File: src/sv/ffpd_pkg.sv
// Shared constants, types and tables of the formation-following PD controller.
package ffpd_pkg;

	// Data path widths.
	localparam int POS_WIDTH    = 32;
	localparam int ANGLE_WIDTH  = 16;
	localparam int CORDIC_STEPS = 16;
	localparam int CORDIC_MAX   = 24;
	localparam int STEP_W       = $clog2(CORDIC_MAX);
	// Sine and cosine are Q2.30 values carried with headroom bits.
	localparam int TRIG_W       = 34;
	localparam int TRIG_FRAC    = 30;
	localparam int GAIN_FRAC    = 8;
	localparam int GAIN_W       = 16;
	localparam int LIMIT_W      = 31;

	localparam logic signed [31:0] CORDIC_INV_GAIN = 32'sd652032874;
	localparam logic signed [31:0] QUARTER_TURN    = 32'sh4000_0000;

	// Configuration port.
	localparam int ADDR_W = 5;
	localparam int DATA_W = 32;

	localparam logic [2:0] REG_PROP_GAIN     = 3'd0;
	localparam logic [2:0] REG_DERIV_GAIN    = 3'd1;
	localparam logic [2:0] REG_SPEED_LIMIT   = 3'd2;
	localparam logic [2:0] REG_TURN_LIMIT    = 3'd3;
	localparam logic [2:0] REG_SLOT_OFFSET_X = 3'd4;
	localparam logic [2:0] REG_SLOT_OFFSET_Y = 3'd5;

	typedef struct packed {
		logic [GAIN_W-1:0]           prop_gain;
		logic [GAIN_W-1:0]           deriv_gain;
		logic [LIMIT_W-1:0]          speed_limit;
		logic [LIMIT_W-1:0]          turn_limit;
		logic signed [POS_WIDTH-1:0] slot_offset_x;
		logic signed [POS_WIDTH-1:0] slot_offset_y;
	} cfg_t;

	// Arctangent of 2^-i as a 32-bit binary angle.
	function automatic logic [31:0] atan_at(input logic [STEP_W-1:0] i);
		logic [31:0] r;
		case (i)
			5'd0:  r = 32'd536870912;
			5'd1:  r = 32'd316933406;
			5'd2:  r = 32'd167458907;
			5'd3:  r = 32'd85004756;
			5'd4:  r = 32'd42667331;
			5'd5:  r = 32'd21354465;
			5'd6:  r = 32'd10679838;
			5'd7:  r = 32'd5340245;
			5'd8:  r = 32'd2670163;
			5'd9:  r = 32'd1335087;
			5'd10: r = 32'd667544;
			5'd11: r = 32'd333772;
			5'd12: r = 32'd166886;
			5'd13: r = 32'd83443;
			5'd14: r = 32'd41722;
			5'd15: r = 32'd20861;
			5'd16: r = 32'd10430;
			5'd17: r = 32'd5215;
			5'd18: r = 32'd2608;
			5'd19: r = 32'd1304;
			5'd20: r = 32'd652;
			5'd21: r = 32'd326;
			5'd22: r = 32'd163;
			5'd23: r = 32'd81;
			default: r = 32'd0;
		endcase
		return r;
	endfunction

endpackage

File: src/sv/ffpd_regs.sv
// Configuration register file with an APB-style write and read port.
module ffpd_regs (
	input  logic                         clk,
	input  logic                         arst_n,
	input  logic                         psel,
	input  logic                         penable,
	input  logic                         pwrite,
	input  logic [ffpd_pkg::ADDR_W-1:0]  paddr,
	input  logic [ffpd_pkg::DATA_W-1:0]  pwdata,
	output logic [ffpd_pkg::DATA_W-1:0]  prdata,
	output logic                         pready,
	output ffpd_pkg::cfg_t               cfg
);

	ffpd_pkg::cfg_t cfg_q;
	logic [2:0]     idx;
	logic           wr_en;

	assign idx    = paddr[4:2];
	assign wr_en  = psel & penable & pwrite;
	assign pready = 1'b1;
	assign cfg    = cfg_q;

	always_ff @(posedge clk or negedge arst_n) begin
		if (!arst_n) begin
			cfg_q.prop_gain     <= 16'd307;
			cfg_q.deriv_gain    <= 16'd77;
			cfg_q.speed_limit   <= 31'd32768;
			cfg_q.turn_limit    <= 31'd65536;
			cfg_q.slot_offset_x <= '0;
			cfg_q.slot_offset_y <= '0;
		end else if (wr_en) begin
			case (idx)
				ffpd_pkg::REG_PROP_GAIN:     cfg_q.prop_gain     <= pwdata[15:0];
				ffpd_pkg::REG_DERIV_GAIN:    cfg_q.deriv_gain    <= pwdata[15:0];
				ffpd_pkg::REG_SPEED_LIMIT:   cfg_q.speed_limit   <= pwdata[30:0];
				ffpd_pkg::REG_TURN_LIMIT:    cfg_q.turn_limit    <= pwdata[30:0];
				ffpd_pkg::REG_SLOT_OFFSET_X: cfg_q.slot_offset_x <= pwdata;
				ffpd_pkg::REG_SLOT_OFFSET_Y: cfg_q.slot_offset_y <= pwdata;
				default: ;
			endcase
		end
	end

	always_comb begin
		case (idx)
			ffpd_pkg::REG_PROP_GAIN:     prdata = 32'(cfg_q.prop_gain);
			ffpd_pkg::REG_DERIV_GAIN:    prdata = 32'(cfg_q.deriv_gain);
			ffpd_pkg::REG_SPEED_LIMIT:   prdata = 32'(cfg_q.speed_limit);
			ffpd_pkg::REG_TURN_LIMIT:    prdata = 32'(cfg_q.turn_limit);
			ffpd_pkg::REG_SLOT_OFFSET_X: prdata = cfg_q.slot_offset_x;
			ffpd_pkg::REG_SLOT_OFFSET_Y: prdata = cfg_q.slot_offset_y;
			default:                     prdata = '0;
		endcase
	end

endmodule

File: config.mk
export PLATFORM = sky130hd
export DESIGN_NAME = ffpd_regs
export DESIGN_NICKNAME = d
export VERILOG_FILES = /design/src/sv/ffpd_pkg.sv /design/src/sv/ffpd_regs.sv
export SDC_FILE = /design/constraint.sdc
export NUM_CORES = 1
export LEC_CHECK = 0
export BUFFER_PORTS_ARGS = -buffer_cell sky130_fd_sc_hd__buf_4
export CORE_MARGIN = 2
export CORE_UTILIZATION = 41
export DETAILED_ROUTE_END_ITERATION = 10
export PLACE_DENSITY = 0.64
export SLEW_MARGIN = 15
export SYNTH_ARGS = -nofsm -noshare
export SYNTH_HDL_FRONTEND = slang
export SYNTH_SLANG_ARGS = --single-unit
File: constraint.sdc
create_clock -name clk -period 1.57 [get_ports clk]
set_clock_uncertainty 0.1 [all_clocks]
set_input_delay 0.157 -clock clk [delete_from_list [all_inputs] [get_ports clk]]
set_output_delay 0.157 -clock clk [all_outputs]
set_load 0.005 [all_outputs]
## After elaboration in Yosys (flattened, before gate mapping)

Index checks and enable logic that the tools add are counted.

- Equality and inequality tests: 5
- Multiplexer cells: 1
- Bitwise gates (word level): 2
- Reduce and logical (&&, ||, !) cells: 7

Operators by type and width:

| kind | number |
|---|---|
| $pmux W32 S6 | 1 |
| $reduce_and A2 Y1 | 6 |
| $eq A3 B2 Y1 const B | 2 |
| $eq A3 B3 Y1 const B | 2 |
| $eq A3 B1 Y1 const B | 1 |
| $logic_not A3 Y1 | 1 |
| $and A1 B1 Y1 | 2 |

- Bits in registers: 158
- Input bits: 42
- Word-level logic and storage cells: 21

## Depth between registers and ports, before layout

- Depth after elaboration: 3
- Gate-level depth with buffers: 6
- Gate-level depth less buffers: 3

## Worst setup path after synthesis

No wires, ideal clock.

- Path type: input -> register
- From: input port paddr[2] in the netlist's numbering
- To: register cfg_q, in the netlist cfg[131]
- Library setup time: 125 ps
- Arrival: 1358 ps
- Required time: 1345 ps
- Setup slack: -13 ps
- Stages on the path: 5
- Buffers on the path: 2
- Cell sequence: buf_2 -> nand4_1 -> nor3_2 -> buf_2 -> mux2_2

- Word-level cells in the longest chain between the ends: 2

Ends and longest elaborated chain:

| item | line | source |
|---|---|---|
| from (decl) | ffpd_regs.sv:8 | `input logic [ffpd_pkg::ADDR_W-1:0] paddr,` |
| $eq A3 B1 Y1 | ffpd_regs.sv:33 | `case (idx)` |
| $reduce_and A2 Y1 (no source line) | -- |  |
| to (decl) | ffpd_regs.sv:15 | `ffpd_pkg::cfg_t cfg_q;` |

No other way between the ends.
A chain may end at the register's enable or synchronous reset.

## Worst setup path in the final report

- From: register cfg_q, in the netlist cfg[101]
- To: output port prdata[6] in the netlist's numbering

- Word-level cells in the longest chain between the ends: 1

Ends and longest elaborated chain:

| item | line | source |
|---|---|---|
| $pmux W32 S6 | ffpd_regs.sv:46 | `case (idx)` |
| to (decl) | ffpd_regs.sv:10 | `output logic [ffpd_pkg::DATA_W-1:0] prdata,` |

No other way between the ends.

==> results.json <==
{
  "status": "finished with violations",
  "violations": "setup timing",
  "synth_nets": 551,
  "root_buffer": "clkbuf_16",
  "gp_congestion": 0.7943,
  "grt_pass1_wl_um": 33220,
  "fp.dieArea_mm2": 0.01851,
  "postRouteAntennaNets": 0,
  "num_antenna_cells": 0,
  "viasPerCell": 5.271,
  "critPathLaunch": "cfg[101]",
  "synth-seq-cells": 158,
  "place_inst": 965,
  "die_x_um": 136.0,
  "fin_util_pct": 62.79,
  "cp.required_ns": 1.31,
  "p_comb_share_pct": 28.2,
  "p_sw_share_pct": 27.28,
  "setup_viol": 17,
  "fin_ws_ns": -0.2163,
  "seq_area_frac_synth_pct": 55.50,
  "dpl.hpwl_um": 14620,
  "p_leak_nw": 5.296,
  "critical_path.max_fanout": 3,
  "largest_reg_flops": 158,
  "syn-mean-instance-area_um2": 14.04,
  "die_h_um": 136.0,
  "dp_slack_ns": -0.05651,
  "clkLatencyLatePin_ns": 0.41,
  "dr_total_vias": 5666,
  "internal_power_mw": 9.688,
  "instances_no_fill": 1075,
  "htree_levels": 4,
  "syn_inst": 509,
  "maxCapViolations": 0,
  "area_growth_syn_to_layout_pct": 50.88,
  "firstDrtPassIters": 4,
  "clk_pin_slew_ns": 0.06,
  "grt_max_degree": 93,
  "wl_per_cell_um": 20.05,
  "syn_area_mm2": 0.007148,
  "ys.warnings.count": 0,
  "drive_above_1_share_pct": 63.88,
  "r2r-start": "cfg[130]",
  "hold_viol": 0,
  "slew_viol_final": 0,
  "fin_crit_ns": 1.786,
  "seq_power_share_pct": 41.8,
  "ioPinCount": 233,
  "fmax_mhz": 559.8,
  "criticalPathCategory": "reg -> out",
  "grt_antenna_before_repair": 0,
  "cp-start-kind": "register",
  "coreArea_mm2": 0.01718,
  "period_share_pct": 113.8,
  "grt_usage_pct": 23.51,
  "worstPathArrival_ns": 1.53,
  "crit_path_end_kind": "output pin",
  "grt_overflow_total": 0,
  "grt_pass1_vias": 5866,
  "whs_ns": 0.1816,
  "maxSlewHeadroom_pct": 65.63,
  "post-route-drc-count": 0,
  "clock_power_share_pct": 30.0,
  "powerDensity_mw_per_mm2": 1235,
  "cts_tree": "yes",
  "tightestPinTransition_ns": 0.5137,
  "rsz0062_at_grt": "true",
  "clkSinkCount": 158,
  "port_buffers": 229,
  "cts_buffers": 17,
  "p_sw_mw": 3.634,
  "min_path_type": "in -> async",
  "synth.distinct_cells": 29,
  "first_iter_violations": 210,
  "rows": 48,
  "start_util_pct": 41.62,
  "reg2reg_depth": 3,
  "finalNetCount": 879,
  "drt-total-wl_um": 21560,
  "clock_path_buffers": 2,
  "peakVddDrop_mv": 0.7752
}
path summary, 6_finish.rpt:
path / endpoint / slack [ns]
worst max-delay path: prdata[6] / -0.22
worst min-delay path: cfg[111] / 0.18
worst max register to register: cfg[130] / 0.45
worst min register to register: cfg[78] / 0.43
max in group asynchronous: cfg[142] / 0.70
min in group clk: cfg[143] / 0.31
cell type report:
class	count	area [µm²]
Fill cell	1325	6391
Inverter	2	7.507
Clock inverter	11	117.6
Multi-Input combinational cell	313	3123
Tap cell	225	281.5
Clock buffer	21	450.4
Timing Repair Buffer	345	2838
Sequential cell	158	3968
synthesized netlist by cell type, drive strengths merged:
master | instances | area (µm²)
inv | 2 | 7.510
mux2i | 53 | 530.5
a221oi | 6 | 52.55
a311o | 3 | 30.03
nor3 | 1 | 10.01
o21ai | 5 | 25.02
a21oi | 4 | 20.02
o221ai | 2 | 17.52
mux2 | 171 | 1926
nand4b | 1 | 23.77
nor2b | 1 | 6.260
or3 | 1 | 6.260
buf | 26 | 137.6
conb | 1 | 3.750
nor2 | 16 | 60.06
dfstp | 11 | 289.0
nand3 | 5 | 25.02
nand4 | 1 | 6.260
nand2b | 2 | 12.51
a211oi | 3 | 22.52
a31oi | 5 | 31.28
nand2 | 12 | 45.04
dfrtp | 147 | 3679
clkbuf | 10 | 37.54
o22ai | 15 | 93.84
a221o | 5 | 50.05
through the flow:
stage	power, mW	setup TNS (ns)	cell area [µm²]
6_report	13.32	-2.543	10790
3_3_place_gp	8.793	-1.118	9449
3_5_place_dp	8.908	-2.995	9449
5_1_grt	13.99	-3.657	10790
2_1_floorplan	6.787	0	7154
4_1_cts	13.30	-2.643	10660
placed cells by master (no fill, tap or decap), types with 10 or more instances in the layout:
cell type      instances
dlygate4sd3_1         33
nor2_1                12
mux2_2               166
dfstp_2               11
mux2i_1               53
nand2_1               10
buf_12                12
buf_4                297
clkbuf_16             17
o22ai_1               15
dfrtp_1              147
layer usage:
| metal | wire length (µm) | share of wire [%] | track usage (%) | up-vias |
|---|---|---|---|---|
| met5 | 0 | 0 | 0 | - |
| met4 | 452 | 2.1 | 7.986 | 0 |
| met3 | 1432 | 6.6 | 6.301 | 34 |
| met2 | 10410 | 48 | 38.55 | 214 |
| met1 | 9266 | 43 | 30.18 | 2884 |
| li1 | - | - | - | 2534 |
critical path, cell delays in order, from the launching register on:
cell and delay [ns]:
dfrtp_1 0.40, mux2_4 0.27, a221oi_2 0.23, a31oi_1 0.06
buf_4 0.14
power by group through the flow:
stage	sequential [mW]	clock [mW]	combinational [mW]
5_1_grt	5.67	4.26	4.06
2_1_floorplan	5.57	0	1.22
3_3_place_gp	5.62	0	3.17
6_report	5.56	4.00	3.76
4_1_cts	5.56	4.08	3.67
3_5_place_dp	5.67	0	3.24
what timing repair did:
item                                    CTS  global route
resized for setup                        18             9
pin swaps                                 7             6
endpoints found under the hold margin   306             0
hold buffers                             33             0
setup buffers                            33            12
endpoints found under the setup margin   18            27
kinds of logic after synthesis:
family,share of synthesized area [%]
muxes,34.36
DFF,55.51
AOI/OAI and AO/OA,4.796
and+or+nand+nor,2.731
buffers and inverters,2.556
other,0.05246
Power figures use the tool's default switching activity.
