===== src/sv/ffpd_pkg.sv =====
// Shared constants, types and tables of the formation-following PD controller.
package ffpd_pkg;

	// Data path widths.
	localparam int POS_WIDTH    = 32;
	localparam int ANGLE_WIDTH  = 16;
	localparam int CORDIC_STEPS = 16;
	localparam int CORDIC_MAX   = 24;
	localparam int STEP_W       = $clog2(CORDIC_MAX);
	// Sine and cosine are Q2.30 values carried with headroom bits.
	localparam int TRIG_W       = 34;
	localparam int TRIG_FRAC    = 30;
	localparam int GAIN_FRAC    = 8;
	localparam int GAIN_W       = 16;
	localparam int LIMIT_W      = 31;

	localparam logic signed [31:0] CORDIC_INV_GAIN = 32'sd652032874;
	localparam logic signed [31:0] QUARTER_TURN    = 32'sh4000_0000;

	// Configuration port.
	localparam int ADDR_W = 5;
	localparam int DATA_W = 32;

	localparam logic [2:0] REG_PROP_GAIN     = 3'd0;
	localparam logic [2:0] REG_DERIV_GAIN    = 3'd1;
	localparam logic [2:0] REG_SPEED_LIMIT   = 3'd2;
	localparam logic [2:0] REG_TURN_LIMIT    = 3'd3;
	localparam logic [2:0] REG_SLOT_OFFSET_X = 3'd4;
	localparam logic [2:0] REG_SLOT_OFFSET_Y = 3'd5;

	typedef struct packed {
		logic [GAIN_W-1:0]           prop_gain;
		logic [GAIN_W-1:0]           deriv_gain;
		logic [LIMIT_W-1:0]          speed_limit;
		logic [LIMIT_W-1:0]          turn_limit;
		logic signed [POS_WIDTH-1:0] slot_offset_x;
		logic signed [POS_WIDTH-1:0] slot_offset_y;
	} cfg_t;

	// Arctangent of 2^-i as a 32-bit binary angle.
	function automatic logic [31:0] atan_at(input logic [STEP_W-1:0] i);
		logic [31:0] r;
		case (i)
			5'd0:  r = 32'd536870912;
			5'd1:  r = 32'd316933406;
			5'd2:  r = 32'd167458907;
			5'd3:  r = 32'd85004756;
			5'd4:  r = 32'd42667331;
			5'd5:  r = 32'd21354465;
			5'd6:  r = 32'd10679838;
			5'd7:  r = 32'd5340245;
			5'd8:  r = 32'd2670163;
			5'd9:  r = 32'd1335087;
			5'd10: r = 32'd667544;
			5'd11: r = 32'd333772;
			5'd12: r = 32'd166886;
			5'd13: r = 32'd83443;
			5'd14: r = 32'd41722;
			5'd15: r = 32'd20861;
			5'd16: r = 32'd10430;
			5'd17: r = 32'd5215;
			5'd18: r = 32'd2608;
			5'd19: r = 32'd1304;
			5'd20: r = 32'd652;
			5'd21: r = 32'd326;
			5'd22: r = 32'd163;
			5'd23: r = 32'd81;
			default: r = 32'd0;
		endcase
		return r;
	endfunction

endpackage


===== src/sv/ffpd_mul.sv =====
// Shared multiplier with a registered product, then round half up and saturation.
module ffpd_mul (
	input  logic                                  clk,
	input  logic signed [ffpd_pkg::TRIG_W-1:0]    a,
	input  logic signed [ffpd_pkg::POS_WIDTH-1:0] b,
	input  logic                                  gain_shift,
	output logic signed [ffpd_pkg::POS_WIDTH-1:0] res
);

	localparam int PROD_W = ffpd_pkg::TRIG_W + ffpd_pkg::POS_WIDTH;
	localparam int PW     = PROD_W + 1;
	localparam logic signed [PW-1:0] HALF_GAIN = PW'(2 ** (ffpd_pkg::GAIN_FRAC - 1));
	localparam logic signed [PW-1:0] HALF_TRIG = PW'(2 ** (ffpd_pkg::TRIG_FRAC - 1));
	localparam logic signed [PW-1:0] SAT_HI =
		PW'((64'sd1 <<< (ffpd_pkg::POS_WIDTH - 1)) - 64'sd1);
	localparam logic signed [PW-1:0] SAT_LO = -SAT_HI - PW'(1);

	logic signed [PROD_W-1:0] prod_s1;
	logic                     gain_s1;
	logic signed [PW-1:0]     ext, rnd, q;

	always_ff @(posedge clk) begin
		prod_s1 <= a * b;
		gain_s1 <= gain_shift;
	end

	always_comb begin
		ext = PW'(prod_s1);
		rnd = ext + (gain_s1 ? HALF_GAIN : HALF_TRIG);
		q   = gain_s1 ? (rnd >>> ffpd_pkg::GAIN_FRAC) : (rnd >>> ffpd_pkg::TRIG_FRAC);
		if (q > SAT_HI) begin
			res = SAT_HI[ffpd_pkg::POS_WIDTH-1:0];
		end else if (q < SAT_LO) begin
			res = SAT_LO[ffpd_pkg::POS_WIDTH-1:0];
		end else begin
			res = q[ffpd_pkg::POS_WIDTH-1:0];
		end
	end

endmodule

===== config.mk =====
export PLATFORM = sky130hd
export DESIGN_NAME = ffpd_mul
export DESIGN_NICKNAME = d
export VERILOG_FILES = /design/src/sv/ffpd_pkg.sv /design/src/sv/ffpd_mul.sv
export SDC_FILE = /design/constraint.sdc
export NUM_CORES = 2
export LEC_CHECK = 0
export BUFFER_PORTS_ARGS = -buffer_cell sky130_fd_sc_hd__buf_2
export CORE_MARGIN = 2
export CORE_UTILIZATION = 40
export DETAILED_ROUTE_END_ITERATION = 10
export HOLD_SLACK_MARGIN = 0.08
export SLEW_MARGIN = 20
export SYNTH_ARGS = -nofsm -noshare
export SYNTH_HDL_FRONTEND = slang
export SYNTH_SLANG_ARGS = --single-unit

===== constraint.sdc =====
create_clock -name clk -period 8.5 [get_ports clk]
set_input_delay 1.7 -clock clk [delete_from_list [all_inputs] [get_ports clk]]
set_output_delay 1.7 -clock clk [all_outputs]
set_load 0.01 [all_outputs]

== Yosys cells after proc, flatten, opt, wreduce, memory -nomap -nowiden ==
Cells that the tools add are included.
Widths: inputs -> output; s select.

* Flip-flop bits (word level): 67
* Output and inout bits: 32
* Input port bits: 68
* Logic and storage cells: 10

* Multiplexer cells: 4
* Magnitude comparators: 2
* Multiply operators: 1
* $add $sub $neg: 1

{| class="wikitable"
|+ Operator list
! kind !! number
|-
| $add 66x31->67 || 1
|-
| $mul 34x32->66 || 1
|-
| $mux 32 || 2
|-
| $gt 59x32->1 const B || 1
|-
| $lt 59x32->1 const B || 1
|-
| $mux 58 || 1
|-
| $mux 30 || 1
|}

== Depth between registers and ports, before layout ==
* Word-level depth: 6
* Depth in mapped cells: 29

== Least setup slack after synthesis ==
No wires, ideal clock.

* Path kind: input -> register
* From: input a[33] (netlist bit)
* To: register prod_s1[61]
* Required time: 8.428 ns
* Arrival: 8.830 ns
* Stages: 27
* Library setup time: 0.072 ns
* Slack: -0.403 ns
* Path through: clkbuf_1 > nand2_1 > inv_1 > fa_1 > inv_1 > fa_1 > inv_1 > fa_1 > fa_1 > inv_1 > fa_1 > inv_1 > fa_1 > inv_1 > fa_1 > inv_1 > fa_1 > ha_1 > a21o_1 > a21o_1 > a21oi_1 > o31a_1 > a21oi_1 > or2_2 > o21ai_0 > nor2b_1 > xnor2_1

* Longest elaborated chain between the ends: 1

{| class="wikitable"
|+ Ends and longest elaborated chain
! item !! line !! source
|-
| start: declaration || ffpd_mul.sv:4 || <nowiki>input logic signed [ffpd_pkg::TRIG_W-1:0] a,</nowiki>
|-
| $mul 34x32->66 || ffpd_mul.sv:23 || <nowiki>prod_s1 <= a * b;</nowiki>
|-
| end signal: assignment || ffpd_mul.sv:23 ||
|-
| end: declaration || ffpd_mul.sv:18 || <nowiki>logic signed [PROD_W-1:0] prod_s1;</nowiki>
|}

No other way between the ends.

== Worst setup path after layout ==
* From: input b[7] (netlist bit)
* To: register prod_s1[44]

* Longest elaborated chain between the ends: 1

{| class="wikitable"
|+ Ends and longest elaborated chain
! item !! line !! source
|-
| start: declaration || ffpd_mul.sv:5 || <nowiki>input logic signed [ffpd_pkg::POS_WIDTH-1:0] b,</nowiki>
|-
| $mul 34x32->66 || ffpd_mul.sv:23 ||
|}

No other way between the ends.

==> results by stage <==
Status:
- The run finished, with violations left.
- The checks that failed: negative setup slack.

Synthesis:
- The cell area after synthesis is around 40000 sq um.
- The number of unique standard cell types used by synthesis is between 70 and 80.
- The sequential share of the synthesized area is under 10%.
- In the synthesized netlist, the number of instances is 4330.
- In this run, synthesis inferred 0 flip-flops with an integrated enable.
- The prevailing post-synth register cell is sky130_fd_sc_hd__dfxtp_1.
- The total of flip-flops plus latches after synthesis is 60.
- Averaged over all synthesized cells, the footprint is 9.33 sq um.
- The post-synth net total is ~5700.
- After synthesis, the share of flip-flops with an asynchronous set or reset is 0%.
- For this run, the number of Yosys warnings is 0.

Global route:
- The number of antenna violations at the first check in global routing came to 5.
- The number of global-route vias before repair is 32900.
- The total global-route track usage is 21.4%.
- The pin count of the biggest net entering global routing is 56.
- For this run the aggregate overflow at the end of global routing stands at 0.
- The first global-routing pass estimated approximately 170 mm of wire.

STA:
- The share of the clock period used by the worst path after layout is 100%.
- In the post-route analysis, the smallest setup slack over all paths is -0.00222 ns.
- Setup violations remaining at the end of the flow were counted as 1.
- The count of pins over their slew limit is 0.
- For the pin with the worst max-slew slack, the measured transition is ~0.91 ns.
- The fmax is 118 MHz.
- The final worst hold slack is 1.46 ns.
- The tightest slew margin relative to the limit is approximately two fifths.
- The final hold violation count is 0.
- The final critical delay including setup and external delays is 8.50 ns.
- Setup repair after global routing could not meet its margin everywhere.

Drt:
- In this run the remaining antenna-violating nets after routing total 0.
- Across all layers, the routed design uses 29000 vias.
- After the first detailed-routing iteration, the DRC count stood at ~1300.
- The final routed wirelength across all metal layers is around 110 mm.
- The number of remaining DRC errors is 0.
- The number of vias per cell after detailed routing is around 4.9.
- The first-pass iteration count of the detailed router is 5.
- In the final routed layout, each cell accounts on average for about 18 um.

Critical path:
- The worst setup path is captured at a flop.
- The element type at the critical path start is an input pin.
- Along the worst path, the maximum fanout reaches 6.
- Tracing the worst setup path back leads to its startpoint at b[7].
- Data on the critical path arrives at its endpoint at 8.73 ns.
- The most critical setup path has its endpoint at prod_s1[44].
- For the worst setup path, the data required time is 8.72 ns.
- The worst setup path is of the input pin to flop kind.

Floorplan:
- The die covers 104000 sq um.
- The floorplan has 116 rows.
- The total area inside the core boundary comes to 100000 sq um.
- The floorplan die height is about 320 um.
- The total I/O pin count is 100.
- In this run the horizontal extent of the chip is 322 um.
- The initial cell density of the core is approximately 40%.

Layout:
- After the last flow step, the layout net total stands at 6071.
- Cells with a size suffix above 1 make up 16.6% of the layout.
- The post-route non-filler standard cell count is 5985.
- The area used by multi-input combinational logic is roughly 35000 sq um.
- The most common library cell in the layout ignoring fill and taps is sky130_fd_sc_hd__fa_1.
- The area growth from synthesis to layout is 17.4%.
- In the layout the commonest cells are 1104 x sky130_fd_sc_hd__fa_1, 1020 x sky130_fd_sc_hd__inv_1, 601 x sky130_fd_sc_hd__nand2_1, 499 x sky130_fd_sc_hd__and2_1, 390 x sky130_fd_sc_hd__buf_4.
- The layout has 9482 filler cells.
- The area used by sequential logic in the layout is 1200 sq um.
- The finished cells cover 47400 sq um.

Placement:
- Before CTS, the worst setup slack after placement is -0.761 ns.
- Detailed placement finished with a half-perimeter wire length of 93.8 mm.
- Input and output buffers added on the ports amount to 99.
- Once placement finished, the instance area stood at 45600 sq um.
- At the end of routability-driven placement, the weighted congestion stood at about 0.86.
- Counting tap cells, the placed design contains a total of 5929 instances.

CTS:
- The H-tree level count is 3.
- The TritonCTS clock tree is built.
- The number of buffers between clock root and the deepest sink is 2.
- Buffers inserted to repair hold after CTS numbered 0.
- The tree is rooted in a sky130_fd_sc_hd__clkbuf_16.
- The clock transition at the registers of the reported paths is ~0.050 ns.
- The clock buffer count from CTS is 9.
- The clock net in this run drives a total of 60 sinks.

Worst hold path:
- The worst min-delay path class is input pin to flop.

Flow run:
- The max-capacitance violation count is 0.
synth_stat cells, types with 4 or more instances:
master	instances	share of area (%)
sky130_fd_sc_hd__a211oi_1	5	0.093
sky130_fd_sc_hd__a21o_1	20	0.37
sky130_fd_sc_hd__a21oi_1	58	0.72
sky130_fd_sc_hd__and2_1	512	7.9
sky130_fd_sc_hd__and3_1	15	0.23
sky130_fd_sc_hd__and4_1	6	0.13
sky130_fd_sc_hd__buf_2	4	0.050
sky130_fd_sc_hd__clkbuf_1	211	2.0
sky130_fd_sc_hd__dfxtp_1	60	3.0
sky130_fd_sc_hd__fa_1	1141	57
sky130_fd_sc_hd__ha_1	186	5.8
sky130_fd_sc_hd__inv_1	1044	9.7
sky130_fd_sc_hd__mux2i_1	4	0.099
sky130_fd_sc_hd__nand2_1	607	5.6
sky130_fd_sc_hd__nand2b_1	15	0.23
sky130_fd_sc_hd__nand3_1	37	0.46
sky130_fd_sc_hd__nand4_1	21	0.33
sky130_fd_sc_hd__nor2_1	90	0.84
sky130_fd_sc_hd__nor2b_1	10	0.15
sky130_fd_sc_hd__nor3_1	15	0.19
sky130_fd_sc_hd__o21a_1	5	0.093
sky130_fd_sc_hd__o21ai_0	30	0.37
sky130_fd_sc_hd__o21ai_2	30	0.65
sky130_fd_sc_hd__o21bai_1	8	0.15
sky130_fd_sc_hd__o31ai_1	4	0.074
sky130_fd_sc_hd__or3_1	4	0.062
sky130_fd_sc_hd__xnor2_1	69	1.5
sky130_fd_sc_hd__xor2_1	51	1.1
registers in the layout (all words and copies together) (netlist names):
signal   flops
gain_s1      1
prod_s1     59
kinds of logic after synthesis:
| logic type | Yosys count | share of synthesized area, % |
|---|---|---|
| AOI/OAI and AO/OA | 193 | 3.29 |
| xor gates and xnor gates | 121 | 2.64 |
| adders and majority gates | 1327 | 62.3 |
| buffers and inverters | 1267 | 11.9 |
| DFF | 60 | 2.97 |
| muxes | 5 | 0.127 |
| and+or+nand+nor | 1357 | 16.8 |
how the worst min path moves through the flow:
| stage | start | to | slack [ns] | depth (start not counted) |
|---|---|---|---|---|
| CTS | gain_shift | gain_s1 | 1.45 | 1 |
| global placement | gain_shift | gain_s1 | 1.81 | 1 |
| detailed placement | gain_shift | gain_s1 | 1.81 | 1 |
| global route | gain_shift | gain_s1 | 1.45 | 1 |
| floorplan | gain_shift | gain_s1 | 1.73 | 0 |
| finish | gain_shift | gain_s1 | 1.46 | 1 |
layout make-up:
cell class                 instances  share of cell area [%]
clock inverter                     6                   0.185
clock buffer                      10                   0.504
sequential                        60                    2.54
multi-input combinational       3003                    74.2
inverter                        1045                    8.28
antenna                            6                  0.0317
tap                             1298                    3.43
timing repair buffer             557                    10.8
metrics by stage:
step,utilization (%),setup TNS (ns)
2_1_floorplan,-,-0.00150
3_3_place_gp,45.6,-16.37
3_5_place_dp,45.6,-17.62
4_1_cts,46.4,0
5_1_grt,47.3,-2.89
6_report,47.3,-0.00222
worst max-delay path: stages:
cell	delay, ns
sky130_fd_sc_hd__buf_6	0.10
sky130_fd_sc_hd__buf_12	0.14
sky130_fd_sc_hd__buf_12	0.15
sky130_fd_sc_hd__buf_6	0.13
sky130_fd_sc_hd__and2_1	0.16
sky130_fd_sc_hd__fa_1	0.47
sky130_fd_sc_hd__fa_1	0.50
sky130_fd_sc_hd__fa_1	0.51
sky130_fd_sc_hd__inv_1	0.05
sky130_fd_sc_hd__fa_1	0.47
sky130_fd_sc_hd__inv_1	0.05
sky130_fd_sc_hd__fa_1	0.51
sky130_fd_sc_hd__fa_1	0.44
sky130_fd_sc_hd__fa_2	0.65
sky130_fd_sc_hd__fa_1	0.45
sky130_fd_sc_hd__ha_4	0.30
sky130_fd_sc_hd__nor2b_1	0.12
sky130_fd_sc_hd__o21ai_1	0.07
sky130_fd_sc_hd__a211o_1	0.31
sky130_fd_sc_hd__o22a_1	0.25
sky130_fd_sc_hd__a311oi_4	0.35
sky130_fd_sc_hd__a211oi_2	0.08
sky130_fd_sc_hd__o21ba_4	0.22
sky130_fd_sc_hd__o21bai_1	0.13
sky130_fd_sc_hd__buf_4	0.17
sky130_fd_sc_hd__a21oi_4	0.07
sky130_fd_sc_hd__xnor2_2	0.14
layer usage:
| layer | global-route usage [%] | vias up | part of all wire [%] |
|---|---|---|---|
| met2 | 39.4 | 567 | 53 |
| met4 | 6.67 | 0 | 3.3 |
| li1 | - | 13100 | - |
| met3 | 1.41 | 170 | 3.2 |
| met1 | 26.8 | 15200 | 41 |
| met5 | 0 | - | 0 |
what timing repair did:
item / 4_1_cts / 5_1_grt
endpoints found under the setup margin: 27 / 30
buffers inserted: 11 / 16
pin swaps: 72 / 97
gates resized for setup: 108 / 145
cloned: 1 / 8
Power is not shown: default switching activity piles up to over one toggle a cycle in this logic, so the estimate is an artifact.
