$ cat config.mk
export PLATFORM = sky130hd
export DESIGN_NAME = ffpd_cordic
export DESIGN_NICKNAME = d
export VERILOG_FILES = /design/src/sv/ffpd_pkg.sv /design/src/sv/ffpd_cordic.sv
export SDC_FILE = /design/constraint.sdc
export NUM_CORES = 1
export LEC_CHECK = 0
export BUFFER_PORTS_ARGS = -buffer_cell sky130_fd_sc_hd__buf_4
export CORE_MARGIN = 1.5
export CORE_UTILIZATION = 32
export DETAILED_ROUTE_END_ITERATION = 8
export HOLD_SLACK_MARGIN = 0.02
export PLACE_DENSITY = 0.45
export RECOVER_POWER = 100
export SETUP_SLACK_MARGIN = 0.1
export SKIP_LAST_GASP = 1
export SYNTH_ARGS = -nofsm -noshare
export SYNTH_HDL_FRONTEND = slang
export SYNTH_SLANG_ARGS = --single-unit
$ cat constraint.sdc
create_clock -name clk -period 8.7 [get_ports clk]
set_clock_uncertainty 0.2 [all_clocks]
set_input_delay 0 -clock clk [delete_from_list [all_inputs] [get_ports clk]]
set_output_delay 0 -clock clk [all_outputs]
set_load 0.02 [all_outputs]
$ cat src/sv/ffpd_pkg.sv
// Shared constants, types and tables of the formation-following PD controller.
package ffpd_pkg;

	// Data path widths.
	localparam int POS_WIDTH    = 32;
	localparam int ANGLE_WIDTH  = 16;
	localparam int CORDIC_STEPS = 16;
	localparam int CORDIC_MAX   = 24;
	localparam int STEP_W       = $clog2(CORDIC_MAX);
	// Sine and cosine are Q2.30 values carried with headroom bits.
	localparam int TRIG_W       = 34;
	localparam int TRIG_FRAC    = 30;
	localparam int GAIN_FRAC    = 8;
	localparam int GAIN_W       = 16;
	localparam int LIMIT_W      = 31;

	localparam logic signed [31:0] CORDIC_INV_GAIN = 32'sd652032874;
	localparam logic signed [31:0] QUARTER_TURN    = 32'sh4000_0000;

	// Configuration port.
	localparam int ADDR_W = 5;
	localparam int DATA_W = 32;

	localparam logic [2:0] REG_PROP_GAIN     = 3'd0;
	localparam logic [2:0] REG_DERIV_GAIN    = 3'd1;
	localparam logic [2:0] REG_SPEED_LIMIT   = 3'd2;
	localparam logic [2:0] REG_TURN_LIMIT    = 3'd3;
	localparam logic [2:0] REG_SLOT_OFFSET_X = 3'd4;
	localparam logic [2:0] REG_SLOT_OFFSET_Y = 3'd5;

	typedef struct packed {
		logic [GAIN_W-1:0]           prop_gain;
		logic [GAIN_W-1:0]           deriv_gain;
		logic [LIMIT_W-1:0]          speed_limit;
		logic [LIMIT_W-1:0]          turn_limit;
		logic signed [POS_WIDTH-1:0] slot_offset_x;
		logic signed [POS_WIDTH-1:0] slot_offset_y;
	} cfg_t;

	// Arctangent of 2^-i as a 32-bit binary angle.
	function automatic logic [31:0] atan_at(input logic [STEP_W-1:0] i);
		logic [31:0] r;
		case (i)
			5'd0:  r = 32'd536870912;
			5'd1:  r = 32'd316933406;
			5'd2:  r = 32'd167458907;
			5'd3:  r = 32'd85004756;
			5'd4:  r = 32'd42667331;
			5'd5:  r = 32'd21354465;
			5'd6:  r = 32'd10679838;
			5'd7:  r = 32'd5340245;
			5'd8:  r = 32'd2670163;
			5'd9:  r = 32'd1335087;
			5'd10: r = 32'd667544;
			5'd11: r = 32'd333772;
			5'd12: r = 32'd166886;
			5'd13: r = 32'd83443;
			5'd14: r = 32'd41722;
			5'd15: r = 32'd20861;
			5'd16: r = 32'd10430;
			5'd17: r = 32'd5215;
			5'd18: r = 32'd2608;
			5'd19: r = 32'd1304;
			5'd20: r = 32'd652;
			5'd21: r = 32'd326;
			5'd22: r = 32'd163;
			5'd23: r = 32'd81;
			default: r = 32'd0;
		endcase
		return r;
	endfunction

endpackage

$ cat src/sv/ffpd_cordic.sv
// Iterative CORDIC unit: one rotation step per cycle gives cosine and sine.
module ffpd_cordic (
	input  logic                               clk,
	input  logic                               arst_n,
	input  logic                               start,
	input  logic [ffpd_pkg::ANGLE_WIDTH-1:0]   angle,
	output logic                               busy,
	output logic                               done,
	output logic signed [ffpd_pkg::TRIG_W-1:0] cos_v,
	output logic signed [ffpd_pkg::TRIG_W-1:0] sin_v
);

	localparam int TW = ffpd_pkg::TRIG_W;

	logic signed [TW-1:0]               x_q, y_q, z_q;
	logic [ffpd_pkg::STEP_W-1:0]        i_q;
	logic                               busy_q, done_q, flip_q;

	logic [31:0]          ang32;
	logic signed [31:0]   ang_s;
	logic                 wide;
	logic signed [31:0]   z_init;
	logic signed [TW-1:0] xs, ys, at_v;
	logic                 last;

	assign ang32  = {angle, {(32 - ffpd_pkg::ANGLE_WIDTH){1'b0}}};
	assign ang_s  = ang32;
	// Angles beyond a quarter turn are turned by a half turn and the result negated.
	assign wide   = (ang_s > ffpd_pkg::QUARTER_TURN) || (ang_s < -ffpd_pkg::QUARTER_TURN);
	assign z_init = wide ? (ang32 ^ 32'h8000_0000) : ang32;

	assign xs   = x_q >>> i_q;
	assign ys   = y_q >>> i_q;
	assign at_v = TW'(ffpd_pkg::atan_at(i_q));
	assign last = (i_q == ffpd_pkg::STEP_W'(ffpd_pkg::CORDIC_STEPS - 1));

	always_ff @(posedge clk or negedge arst_n) begin
		if (!arst_n) begin
			busy_q <= 1'b0;
			done_q <= 1'b0;
			i_q    <= '0;
		end else begin
			done_q <= 1'b0;
			if (start) begin
				busy_q <= 1'b1;
				i_q    <= '0;
			end else if (busy_q) begin
				i_q <= i_q + 1'b1;
				if (last) begin
					busy_q <= 1'b0;
					done_q <= 1'b1;
				end
			end
		end
	end

	always_ff @(posedge clk) begin
		if (start) begin
			x_q    <= TW'(ffpd_pkg::CORDIC_INV_GAIN);
			y_q    <= '0;
			z_q    <= TW'(z_init);
			flip_q <= wide;
		end else if (busy_q) begin
			if (!z_q[TW-1]) begin
				x_q <= x_q - ys;
				y_q <= y_q + xs;
				z_q <= z_q - at_v;
			end else begin
				x_q <= x_q + ys;
				y_q <= y_q - xs;
				z_q <= z_q + at_v;
			end
		end
	end

	assign busy  = busy_q;
	assign done  = done_q;
	assign cos_v = flip_q ? -x_q : x_q;
	assign sin_v = flip_q ? -y_q : y_q;

endmodule

== Word-level counts from Yosys, hierarchy flattened ==
Memory sizes are Yosys's and may differ from the RTL's.
Index checks and enable logic that the tools add are counted.

* $add $sub $neg: 9
* $lt $le $gt $ge: 2
* Equal/unequal tests: 1
* Shift operators: 2
* Multiplexer cells: 16
* Bitwise operators: 1
* Reductions and logical operators: 2

{| class="wikitable"
|+ Operators with widths
! kind !! count
|-
| 2-to-1 mux 34 bit || 7
|-
| adder 34 bit || 2
|-
| negation 34 bit || 2
|-
| >>> shifter 34 x 5 -> 34 bit || 2
|-
| subtractor 34 bit || 2
|-
| adder 34 x 33 -> 34 bit || 1
|-
| subtractor 34 x 33 -> 34 bit || 1
|-
| greater-than comparator 32 bit, second input constant || 1
|-
| less-than comparator 32 x 31 -> 1 bit, second input constant || 1
|-
| 2-to-1 mux 32 bit || 1
|-
| 2-to-1 mux 5 bit || 2
|-
| 2-to-1 mux 1 bit || 6
|-
| adder 5 x 1 -> 5 bit, second input constant || 1
|-
| == test 5 x 4 -> 1 bit, second input constant || 1
|-
| nonzero test 2 bit || 1
|-
| logical OR 1 bit || 1
|-
| NOT 1 bit || 1
|}

* Register bits after elaboration: 110
* Bits in read-only memories: 960
* Output and inout bits: 70
* Word-level logic and storage cells: 41
* Memories kept: 1

{| class="wikitable"
|+ Memories
! memory !! words !! width !! rd ports !! clocked after memory_dff !! write ports !! RTL line !! RTL
|-
| (name not given) || 32 || 30 || 1 || 0 || 0 || ffpd_pkg.sv:43 || <nowiki>case (i)</nowiki>
|}

== Longest topological paths before layout ==
An unclocked memory read counts as a cell.

* Depth in word-level cells: 5
* Depth in mapped cells: 28

== Worst setup path before layout ==
Ideal clock, no wire load.

* Kind: register to register
* Start: register i_q[1] (netlist bit)
* End: register z_q[33] (data pin)
* Library setup time: 0.136 ns
* Arrival: 6.146 ns
* Data required time: 8.364 ns
* Slack: 2.218 ns
* Stages on the path, launching flop included: 28
* Path buffers: 5
* Cell sequence: dfrtp_1 > clkbuf_1 > buf_2 > inv_2 > buf_1 > buf_1 > ha_1 > clkbuf_1 > o21ai_0 > a22oi_1 > o2111a_1 > nand2_1 > nor3b_1 > and2_1 > inv_1 > o21ai_0 > xnor2_1 > ha_1 > and2_1 > and3_1 > o21ai_0 > a2111oi_0 > o2111ai_1 > a31oi_1 > o21a_1 > o211ai_1 > a2111o_1 > nand3_1

* Cells in the longest elaborated chain, start to end: 5
* Elaborated cells on any way between the ends: 6

{| class="wikitable"
|+ Ends and longest elaborated chain
! element !! RTL line !! RTL
|-
| start: declaration || ffpd_cordic.sv:16 || <nowiki>logic [ffpd_pkg::STEP_W-1:0] i_q;</nowiki>
|-
| start signal: assignment || ffpd_cordic.sv:48 || <nowiki>i_q <= i_q + 1'b1;</nowiki>
|-
| memory (32 x 30 bit) (*) || n/a ||
|-
| subtractor 34 x 33 -> 34 bit or adder 34 x 33 -> 34 bit (tied branches) || ffpd_cordic.sv:67, ffpd_cordic.sv:71 ||
|-
| 2-to-1 mux 34 bit (*) || ffpd_cordic.sv:64 || <nowiki>if (!z_q[TW-1]) begin</nowiki>
|-
| 2-to-1 mux 34 bit (*) || ffpd_cordic.sv:63 || <nowiki>end else if (busy_q) begin</nowiki>
|-
| 2-to-1 mux 34 bit (*) || ffpd_cordic.sv:58 || <nowiki>if (start) begin</nowiki>
|-
| end signal: assignment || ffpd_cordic.sv:61 || <nowiki>z_q <= TW'(z_init);</nowiki>
|-
| end signal: assignment || ffpd_cordic.sv:67 || <nowiki>z_q <= z_q - at_v;</nowiki>
|-
| end signal: assignment || ffpd_cordic.sv:71 || <nowiki>z_q <= z_q + at_v;</nowiki>
|-
| end: declaration || ffpd_cordic.sv:15 || <nowiki>logic signed [TW-1:0] x_q, y_q, z_q;</nowiki>
|}

Every way passes the cells marked *; elsewhere a longest branch is shown, timed or not. The select of a mux whose other input is x is not followed.
A chain may end at the register's enable or synchronous reset.

== Worst setup path in the final report ==
* Start: register i_q[0] (netlist bit)
* End: register z_q[33] (data pin)

Same word-level chain as after synthesis.

==> results.tsv <==
stage	metric	value	unit
run_status	status	finished, violations left	
run_status	violated checks	capacitance limit, slew limit	
setup_path	FF-to-FF End	z_q[33]	
clock_tree	root buffer selected by CTS	clkbuf_16	
synthesis	sequential area share after synthesis	0.149	
grt	vias in the first global route	16300	
clock_tree	CTS H-tree depth	3	
synthesis	number of synthesized flops with an enable pin	35	
floorplanning	row count	85	
sta	achievable clock frequency	131	MHz
setup_path	Critical Path Fanout Max	60	
sta	Tcrit/Tclk final	0.875	
clock_tree	setup repair bufs after CTS	0	
detailed_routing	WL per Instance	23.6	microns
clock_tree	clock transition at the registers of the reported paths	90	ps
placement	Post-Place Worst Slack	1460	ps
setup_path	WP data arrival	7680	ps
flow_run	total of max-cap violations	6	
worst_hold_path	hold path start	angle[3]	
grt	antenna violations before repair	0	
placement	GPL Wtd Cong	0.961	
sta	Worst-Margin Slew	3000	ps
final_layout	nets	2334	
final_layout	Layout fillers	5725	
power	part of the power in combinational logic	0.803	
synthesis	asr flop ratio synth	0.0636	
power	Cell Pwr Density	491	mW/mm^2
floorplanning	core area	0.0537	sq mm
synthesis	Mapped Area	0.0174	sq mm
power	Sequential Power Share	0.148	
final_layout	Layout area overhead	7.29	%
placement	post-detail-place hpwl	51700	microns
grt	Total GRT Usage	0.241	
clock_tree	hold_buf cts	19	
clock_tree	maximum clock path buffer count	2	
floorplanning	die area	0.0557	sq mm
worst_hold_path	Hold Path Stages	4	
sta	Fin. Hold Viols	0	
power	Switching Fraction	0.542	
clock_tree	clk_lat worst skew	410	ps
synthesis	average size of a mapped cell	7.80	sq um
setup_path	reg2reg path depth	24	
floorplanning	Starting Density	0.323	
floorplanning	number of top-level pins	89	
worst_hold_path	Worst Hold Endpoint	z_q[19]	
final_layout	layout cells sized above 1	0.0885	
worst_hold_path	Hold Path Class	in -> reg	
detailed_routing	vias per cell	5.88	
clock_tree	post-cts gate resize count	0	
power	Static Leakage	7.40	nW
clock_tree	CTS tree	built	
synthesis	Syn Nets	2361	
setup_path	RR Startpoint	i_q[0]	
sta	final setup violation count	0	
detailed_routing	router iterations before antenna repair	9	
final_layout	antenna cells	0	
setup_path	worst reg2reg setup slack	1080	ps
setup_path	nature of the critical path startpoint	register	
clock_tree	cts bufs inserted	9	
power	internal power	0.00419	W
final_layout	commonest non-fill, non-tap cells in the layout	nor2_1, nand2_1, a21oi_1	
synthesis	Distinct cells, synth	84	
grt	Overflow after GRT	0	
clock_tree	# clock sinks	110	
sta	Tmin final	7620	ps
setup_path	Crit. End Element	register	
floorplanning	die width	236	microns
synthesis	warnings from Yosys	0	
synthesis	Synth Flop Type	dfxtp_1	
synthesis	number of synthesized register bits	110	
detailed_routing	Via Count	17100	
sta	Setup WS post-layout	1080	ps
detailed_routing	post-route ant nets	0	
placement	IO Port Bufs	88	
power	clock network fraction of total power	0.049	
power	VDD IR max	170	uV
grt	largest net degree at the start of global routing	69	
detailed_routing	# DRC	0	
sta	Max-slew headroom	-0.998	
sta	TNS Setup	0	ps
setup_path	data required time of the worst path	8760	ps
final_layout	Final Util	0.347	
sta	max-slew violations	293	
floorplanning	die height	236	microns
sta	RSZ-0062 raised after global routing	false	
detailed_routing	1st-iter DRT viols	1349	
final_layout	commonest non-fill, non-tap cell in the layout	nor2_1	
setup_path	critical path class	reg -> reg	
synthesis	Gate Count Post-Synth	2225	
detailed_routing	routed wire length	68300	microns
power	net switching power	0.00495	W
grt	first-pass GRT wire length	103000	microns
## final cells by class
type	instances	area [sq um]	share of cell area
repair buffers	141	853	0.0458
flip-flops and latches	110	2600	0.140
multi-input cells	1879	13800	0.740
clock inverters	5	38.8	0.00208
clock buffers	11	254	0.0136
well taps	696	871	0.0468
inverters	57	214	0.0115
## power by group through the flow
stage / Sequential [W] / Combinational [W] / Clock [W]
final: 0.00135 / 0.00734 / 0.000452
after global routing: 0.00139 / 0.00816 / 0.000491
after CTS: 0.00135 / 0.00748 / 0.000478
after detailed placement: 0.00136 / 0.00742 / 0
after global placement: 0.00136 / 0.00741 / 0
after floorplan: 0.000931 / 0.00598 / 0
## worst max-delay path by stage
stage,start,endpoint,cells past startpoint
floorplan,i_q[1],z_q[33],27
global route,i_q[0],z_q[33],24
CTS,i_q[1],z_q[33],22
finish,i_q[0],z_q[33],24
detailed placement,i_q[0],x_q[33],22
global placement,i_q[1],z_q[33],22
## critical path: stages (launching register included)
cell and delay, ps:
dfrtp_4 1030, clkinv_1 220, clkbuf_1 510, ha_1 550, nor2_1 200, a211oi_1 70
a31oi_1 180, nor2_1 70, a21oi_1 310, and2_1 250, and2_1 190, inv_1 60
o21ai_0 430, xnor2_1 150, ha_1 380, and2_0 160, and3_1 200, o21ai_0 120
a2111oi_0 820, o2111ai_1 270, a31oi_1 250, o21a_1 170, o211ai_1 110, a2111o_1 420
nand3_1 80
## layer usage
layer | GRT usage | share of wire | vias to the layer above | wire, microns
li1 | - | - | 8108 | -
met3 | 0.0379 | 0.053 | 73 | 3610
met1 | 0.317 | 0.45 | 8390 | 30400
met2 | 0.408 | 0.48 | 488 | 32900
met5 | 0 | 0 | - | 0
met4 | 0.0624 | 0.021 | 0 | 1420
## logic make-up (layout without fill, tap and decap cells)
kind of cell / Yosys count / count (layout) / synth area share
buffers and inverters: 236 / 214 / 0.0564
AOI/OAI and AO/OA: 630 / 630 / 0.234
DFF: 110 / 110 / 0.149
muxes: 196 / 196 / 0.163
xor gates and xnor gates: 240 / 240 / 0.122
adders and majority gates: 117 / 117 / 0.0856
and+or+nand+nor: 696 / 696 / 0.190
## metrics by stage
stage               total power [W]  hold WS (ps)  instances  cell area, sq um
floorplan                   0.00691          -496       2225             17400
global placement            0.00877          -367       2864             18400
detailed placement          0.00878          -367       2864             18400
CTS                         0.00931           182       2899             18900
global route                 0.0100           220       2899             18600
finish                      0.00914           214       2899             18600
## sequential cells by signal, summed over array words and instances (netlist names)
register / cells
flip_q: 1
i_q: 5
busy: 1
done: 1
x_q: 34
z_q: 34
y_q: 34
## cell usage after synthesis (13+ instances only)
cell,n,share of area
nand2b_1,28,0.010
edfxtp_1,35,0.061
o211ai_1,18,0.0078
nor2_1,224,0.048
mux4_2,67,0.087
and3_1,22,0.0079
o22ai_1,13,0.0047
mux2i_1,99,0.057
o21bai_1,16,0.0069
or2_2,13,0.0047
clkbuf_1,114,0.025
ha_1,114,0.082
a21o_1,48,0.021
nand3_1,35,0.010
buf_1,24,0.0052
buf_2,29,0.0084
mux2_2,30,0.019
dfxtp_1,68,0.078
nand2_1,208,0.045
nor2b_1,31,0.011
and2_1,19,0.0068
a22oi_1,14,0.0061
or3_1,23,0.0083
a21oi_1,173,0.050
xor2_1,83,0.042
inv_1,53,0.011
a211oi_1,33,0.014
xnor2_1,156,0.079
a31oi_1,28,0.010
o21ai_0,150,0.043
nor3_1,30,0.0086
o31ai_1,21,0.0091
No activity file was read; power rests on OpenSTA's default activity.
